[config.mk]
export PLATFORM = sky130hd
export DESIGN_NAME = stable_priority_queue
export DESIGN_NICKNAME = d
export VERILOG_FILES = /design/src/rtl/spq_pkg.sv /design/src/rtl/spq_cell.sv /design/src/rtl/stable_priority_queue.sv
export SDC_FILE = /design/constraint.sdc
export NUM_CORES = 1
export LEC_CHECK = 0
export ABC_CLOCK_PERIOD_IN_PS = 13500
export BUFFER_PORTS_ARGS = -buffer_cell sky130_fd_sc_hd__buf_2
export CORE_MARGIN = 4
export CORE_UTILIZATION = 50
export CTS_CLUSTER_SIZE = 10
export DETAILED_ROUTE_END_ITERATION = 12
export PLACE_DENSITY = 0.69
export SYNTH_ARGS = -nofsm -noshare
export SYNTH_HDL_FRONTEND = slang
export SYNTH_HIERARCHICAL = 1
export SYNTH_SLANG_ARGS = --single-unit
[constraint.sdc]
create_clock -name clk_i -period 13.5 [get_ports clk_i]
set_input_delay 0.675 -clock clk_i [delete_from_list [all_inputs] [get_ports clk_i]]
set_output_delay 0.675 -clock clk_i [all_outputs]
set_load 0.03 [all_outputs]
[src/rtl/spq_pkg.sv]
// ----------------------------------------------------------------------------
// spq_pkg: shared types and constants of the stable priority queue
// Entry layout, command and status codes, and queue sizing.
// ----------------------------------------------------------------------------
`default_nettype none

package spq_pkg;

  localparam int QUEUE_DEPTH = 16;
  localparam int CNT_W       = $clog2(QUEUE_DEPTH + 1);
  localparam int PRIO_W      = 8;
  localparam int DATA_W      = 32;
  localparam int OCC_W       = 5;

  typedef enum logic {
    CMD_INSERT = 1'b0,
    CMD_DELETE = 1'b1
  } cmd_e;

  typedef enum logic [1:0] {
    ST_DONE  = 2'd0,
    ST_EMPTY = 2'd1,
    ST_FULL  = 2'd2
  } status_e;

  typedef struct packed {
    logic [PRIO_W-1:0] prio;
    logic [DATA_W-1:0] payload;
  } entry_t;

  // Per-cycle control broadcast to every cell of the chain.
  typedef struct packed {
    logic ins;  // insert the new entry into its sorted place
    logic del;  // pop the head, every cell takes its right neighbour
  } cell_ctl_t;

endpackage

`default_nettype wire

[src/rtl/spq_cell.sv]
// ----------------------------------------------------------------------------
// spq_cell: one slot of the sorted entry chain
// Holds one entry; on insert keeps, takes the new entry or takes its left
// neighbour; on delete takes its right neighbour.
// ----------------------------------------------------------------------------
`default_nettype none

module spq_cell (
  input  wire                       clk_i,
  input  wire spq_pkg::cell_ctl_t   ctl_i,
  input  wire                       valid_i,
  input  wire spq_pkg::entry_t      new_entry_i,
  input  wire spq_pkg::entry_t      left_entry_i,
  input  wire                       left_ge_i,
  input  wire spq_pkg::entry_t      right_entry_i,
  output spq_pkg::entry_t           entry_o,
  output logic                      ge_o
);
  import spq_pkg::*;

  entry_t entry_q, entry_d;

  // Entries stay sorted by descending priority, ties in arrival order, so a
  // new entry settles behind every held entry of equal or higher priority.
  assign ge_o = valid_i && (entry_q.prio >= new_entry_i.prio);

  always_comb begin
    entry_d = entry_q;
    if (ctl_i.del) begin
      entry_d = right_entry_i;
    end else if (ctl_i.ins && !ge_o) begin
      entry_d = left_ge_i ? new_entry_i : left_entry_i;
    end
  end

  always_ff @(posedge clk_i) begin
    entry_q <= entry_d;
  end

  assign entry_o = entry_q;

endmodule

`default_nettype wire

[src/rtl/stable_priority_queue.sv]
// ----------------------------------------------------------------------------
// stable_priority_queue: bounded priority queue with FIFO order among equals
// A chain of cells keeps the entries sorted; head is always the next to leave.
// ----------------------------------------------------------------------------
// A command beat is taken when start is high and busy is low. The chain
// updates in the cycle of acceptance and the result is shown on the next
// cycle with done_o high for exactly that one cycle; the receiver cannot
// stall it, so capture it then. busy is high during that result cycle, so
// a new command is taken only once the result strobe is over. Every cell
// compares the new priority with its own in parallel, so the time a command
// takes does not grow with the queue depth. An insert on a full queue is
// dropped and reports full; a delete on an empty queue reports empty.
// Priority and data outputs are zero unless an entry was removed; occupancy
// always gives the count held after the command.
// ----------------------------------------------------------------------------
`default_nettype none

module stable_priority_queue (
  input  wire                         clk_i,
  input  wire                         rst_ni,
  input  wire                         start,
  output logic                        busy,
  input  wire                         cmd_i,
  input  wire  [spq_pkg::PRIO_W-1:0]  prio_in_i,
  input  wire  [spq_pkg::DATA_W-1:0]  payload_in_i,
  output logic                        done_o,
  output logic [spq_pkg::PRIO_W-1:0]  prio_out_o,
  output logic [spq_pkg::DATA_W-1:0]  payload_out_o,
  output logic [1:0]                  status_o,
  output logic [spq_pkg::OCC_W-1:0]   occupancy_o
);
  import spq_pkg::*;

  logic                 accept;
  logic                 is_del;
  logic                 full;
  logic                 empty;
  logic [CNT_W-1:0]     count_q, count_d;
  logic                 busy_q;
  logic [PRIO_W-1:0]    prio_out_q, prio_out_d;
  logic [DATA_W-1:0]    payload_out_q, payload_out_d;
  status_e              status_q, status_d;
  cell_ctl_t            ctl;
  entry_t               new_entry;
  entry_t               cell_entry [QUEUE_DEPTH];
  logic [QUEUE_DEPTH-1:0] cell_ge;
  logic [QUEUE_DEPTH-1:0] cell_valid;

  assign accept = start && !busy_q;
  assign is_del = (cmd_e'(cmd_i) == CMD_DELETE);
  assign full   = (count_q == CNT_W'(QUEUE_DEPTH));
  assign empty  = (count_q == '0);

  assign new_entry.prio    = prio_in_i;
  assign new_entry.payload = payload_in_i;

  // Drive the chain only for commands that change the state.
  assign ctl.ins = accept && !is_del && !full;
  assign ctl.del = accept &&  is_del && !empty;

  // Chain of cells: cell 0 is the head, the new entry enters at its sorted
  // place, and deletes shift everything one step towards the head.
  for (genvar i = 0; i < QUEUE_DEPTH; i++) begin : g_cell
    entry_t left_entry;
    logic   left_ge;
    entry_t right_entry;

    assign cell_valid[i] = (count_q > CNT_W'(i));

    if (i == 0) begin : g_head
      assign left_entry = new_entry;
      assign left_ge    = 1'b1;
    end else begin : g_body
      assign left_entry = cell_entry[i-1];
      assign left_ge    = cell_ge[i-1];
    end

    if (i == QUEUE_DEPTH - 1) begin : g_tail
      assign right_entry = '0;
    end else begin : g_inner
      assign right_entry = cell_entry[i+1];
    end

    spq_cell u_cell (
      .clk_i         (clk_i),
      .ctl_i         (ctl),
      .valid_i       (cell_valid[i]),
      .new_entry_i   (new_entry),
      .left_entry_i  (left_entry),
      .left_ge_i     (left_ge),
      .right_entry_i (right_entry),
      .entry_o       (cell_entry[i]),
      .ge_o          (cell_ge[i])
    );
  end

  // Work out the result beat and the next count.
  always_comb begin
    count_d       = count_q;
    prio_out_d    = '0;
    payload_out_d = '0;
    status_d      = ST_DONE;
    if (ctl.ins) begin
      count_d = count_q + CNT_W'(1);
    end else if (ctl.del) begin
      count_d       = count_q - CNT_W'(1);
      prio_out_d    = cell_entry[0].prio;
      payload_out_d = cell_entry[0].payload;
    end else if (accept && is_del) begin
      status_d = ST_EMPTY;
    end else if (accept) begin
      status_d = ST_FULL;
    end
  end

  always_ff @(posedge clk_i or negedge rst_ni) begin
    if (!rst_ni) begin
      count_q <= '0;
      busy_q  <= 1'b0;
    end else begin
      count_q <= count_d;
      busy_q  <= accept;
    end
  end

  // Result payload: hold until the next accepted command.
  always_ff @(posedge clk_i) begin
    if (accept) begin
      prio_out_q    <= prio_out_d;
      payload_out_q <= payload_out_d;
      status_q      <= status_d;
    end
  end

  assign busy          = busy_q;
  assign done_o        = busy_q;
  assign prio_out_o    = prio_out_q;
  assign payload_out_o = payload_out_q;
  assign status_o      = status_q;
  assign occupancy_o   = OCC_W'(count_q);

endmodule

`default_nettype wire

### Word level (Yosys, flattened, before mapping)

Cells that the tools add are included.

* flip-flop bits (word level): 688
* input bits: 44
* logic and storage cells: 197

* add/sub/neg operators: 2
* order comparisons: 32
* equality and inequality tests: 1
* multiplexer cells: 48
* bitwise operators: 1
* reductions and logical operators: 76

Operator list (number)
* $mux W40: 45
* $ge A8 B8 Y1: 16
* $gt A5 B4 Y1 const B: 8
* $logic_and A1 B1 Y1: 37
* $reduce_bool A2 Y1: 16
* $gt A5 B3 Y1 const B: 4
* $logic_not A1 Y1: 20
* $gt A5 B1 Y1 const B: 2
* $gt A5 B2 Y1 const B: 2
* $mux W5: 2
* $add A5 B1 Y5 const B: 1
* $eq A5 B5 Y1 const B: 1
* $logic_not A5 Y1: 1
* $sub A5 B1 Y5 const B: 1
* $reduce_or A2 Y1: 2
* $mux W2: 1
* $not A1 Y1: 1

### Logic depth before layout (Yosys ltp)

* depth in word-level cells: 7
* depth in mapped cells: 10
* gate-level depth less buffers: 8

### Cells and area by module

The synthesis kept the hierarchy.

Modules (own cells, without submodules)
* spq_cell (g_cell[0].u_cell ...): times used 9, cells an instance 204, area an instance 2279.7 um^2
* spq_cell (g_cell[3].u_cell ...): times used 7, cells an instance 204, area an instance 2278.4 um^2
* stable_priority_queue: times used 1, cells an instance 168, area an instance 2135.8 um^2

### Least setup slack after synthesis

Ideal clock, no wire load.

* kind: register to register
* from: register count_q[0] (netlist: occupancy_o[0])
* to: register g_cell[0].u_cell.entry_q, in the netlist g_cell[0].u_cell/entry_o[0] (enable)
* library setup time: 462 ps
* arrival: 5723 ps
* required time: 13038 ps
* setup slack: 7315 ps
* stages on the path, launching flop included: 6
* buffers on the path: 0
* path through: dfrtp_1 inv_1 ha_1 a311oi_1 inv_1 o41ai_2

RTL lines
* start: declaration: RTL line stable_priority_queue.sv:38 `logic [CNT_W-1:0] count_q, count_d;`
* start signal: assignment: RTL line stable_priority_queue.sv:121 `count_q <= count_d;`
* end signal: assignment: RTL line spq_cell.sv:37 `entry_q <= entry_d;`
* end: declaration: RTL line spq_cell.sv:21 `entry_t entry_q, entry_d;`

==> out/metrics.yaml <==
period_needed_ns: 4.58
hold_class: "primary input to async pin"
worstPathRequired_ns: 13.82
crit_path_max_fanout: 118
cts_htree_levels: 3
fillers: 6677
worst_pin_slew_ns: 1.11
wirelength_um: 89800
tns_ns: 0
crit_buf_inv: 4
core-area_um2: 76200
via_count: 25800
post_cts_resized: 0
yosys_warnings: 6
clock_skew_ns: 0.0172
critical_path_class: "flop to flop"
synth_cells: 3431
die-width_um: 286
die_h_um: 286
path_clk_slew_ns: 0.06
critical-path-max-stage-delay_ns: 0.95
drc: 0
worst_path_max_delay_cell: "buf_4"
cts_made_buffers: 79
antenna_found_initial: 4
avgViaCountPerCell: 5.74
grt_pass1_wl_um: 144000
synth_area_per_cell_um2: 11.2
fmax_mhz: 219
timing.max_cap.violations: 0
wl_per_cell_um: 19.9
fp-row-count: 101
crit_chain: "nand2b_1, inv_2, buf_4, and3_4, buf_4, buf_4, o21ai_1"
fin_nets: 3637
maxSlewViolCount: 0
firstDrtPassIters: 5
gp_congestion: 0.797
insertion_delay_ns: 0.61
port-buffer-count: 92
area_delta_synth_final_pct: 8.07
critPathArrivalTime_ns: 4.89
dr.first_iter.drc_count: 2060
clkSinkCount: 688
finalSetupViolCount: 0
slew_headroom_pct: 25.7
mostFrequentLayoutCells: "edfxtp_1 (682), nand2_1 (652), mux2i_1 (640), o21ai_1 (640), inv_1 (181)"
vdd_ir_drop_max_mv: 0.0992
crit_top_cell: "buf_4"
cts_max_path_buffers: 3
initial_utilization_pct: 50.6
pin_count: 93
first_global_vias: 26700
crit_family: "buffers and inverters"
cellPowerDensity_nw_per_um2: 176
rsz0062_at_grt: "false"
tritoncts: "done"
dp_hpwl_um: 57000
root_buffer: "clkbuf_16"
leakagePower_nw: 15.2
synth.cell_area_um2: 38600
start_kind: "flop"
finalCritPeriodShare_pct: 33.9
track_usage_pct: 21.7
crit_path_end_kind: "flop"
drtAntennaViolNets: 0
grt_max_degree: 257
drive_gt1_share_pct: 8.90
hold_viol: 0
dieArea_um2: 81700
status: "finished, final reports clean"
final_common_cell: "edfxtp_1"
grt_overflow: 0
whs_ns: 0.407
[worst register-to-register path, delay by kind of cell, from the launching register on]
kind / cells / cell delay, ns
and+or+nand+nor: 2 / 1.19
DFF: 1 / 0.39
AOI/OAI and AO/OA: 1 / 0.23
buffers and inverters: 4 / 2.48
[worst paths after layout]
kind / start / endpoint / slack [ns] / cells after the start
hold / removal: rst_ni / occupancy_o[3]$_DFFE_PN0P_ / 0.41 / 2
max in group asynchronous: rst_ni / occupancy_o[1]$_DFFE_PN0P_ / 12.94 / 2
setup / recovery: busy$_DFF_PN0_ / g_cell[2].u_cell/entry_o[17]$_DFFE_PP_ / 8.92 / 7
hold reg to reg: g_cell[15].u_cell/entry_o[16]$_DFFE_PP_ / g_cell[14].u_cell/entry_o[16]$_DFFE_PP_ / 0.53 / 2
setup reg to reg: busy$_DFF_PN0_ / g_cell[2].u_cell/entry_o[17]$_DFFE_PP_ / 8.92 / 7
min in group clk_i: cmd_i / occupancy_o[3]$_DFFE_PN0P_ / 0.46 / 2
[per-stage QoR]
stage	area [µm²]	utilization, %	setup WS, ns	total power [mW]	instances
final	41700	54.7	8.92	7.33	4503
after global routing	41700	54.7	8.45	7.72	4503
after CTS	41700	54.7	8.90	7.37	4502
after detailed placement	39600	52.0	8.63	5.47	4407
after global placement	39600	52.0	8.73	5.42	4407
after floorplan	38700	-	7.31	4.99	3470
[final cells by class]
type / count / area (µm²) / area share [%]
Antenna cell: 1 / 2.50 / 0.00600
Clock buffer: 89 / 2060 / 4.93
Clock inverter: 5 / 48.8 / 0.117
Inverter: 182 / 683 / 1.64
Multi-Input combinational cell: 2367 / 16100 / 38.7
Sequential cell: 688 / 20600 / 49.5
Tap cell: 1030 / 1290 / 3.09
Timing Repair Buffer: 141 / 868 / 2.08
[report_power, final]
group | switching [mW] | internal, mW | total (mW)
Combinational | 1.28 | 0.858 | 2.14
Sequential | 0.277 | 3.02 | 3.30
Clock | 0.821 | 1.06 | 1.89
[registers in the layout (all words and copies together) (netlist names)]
name,flops
busy,1
occupancy_o,5
payload_out_o,32
g_cell.u_cell/entry_o,640
prio_out_o,8
status_o,2
[timing repair]
action,in CTS,in global routing
endpoints found under the hold margin,6,0
buffers inserted,0,0
hold buffers,1,0
[routing by layer]
layer  wire length [µm]  vias up  part of all wire (%)  track usage [%]
met5                 41        -                 0.046                0
met4               1900        6                   2.1             5.23
met3               3280      126                   3.7             3.18
met2              45200      452                    50             38.0
met1              39400    12900                    44             28.5
li1                   -    12400                     -                -
No activity file was read; power rests on OpenSTA's default activity.
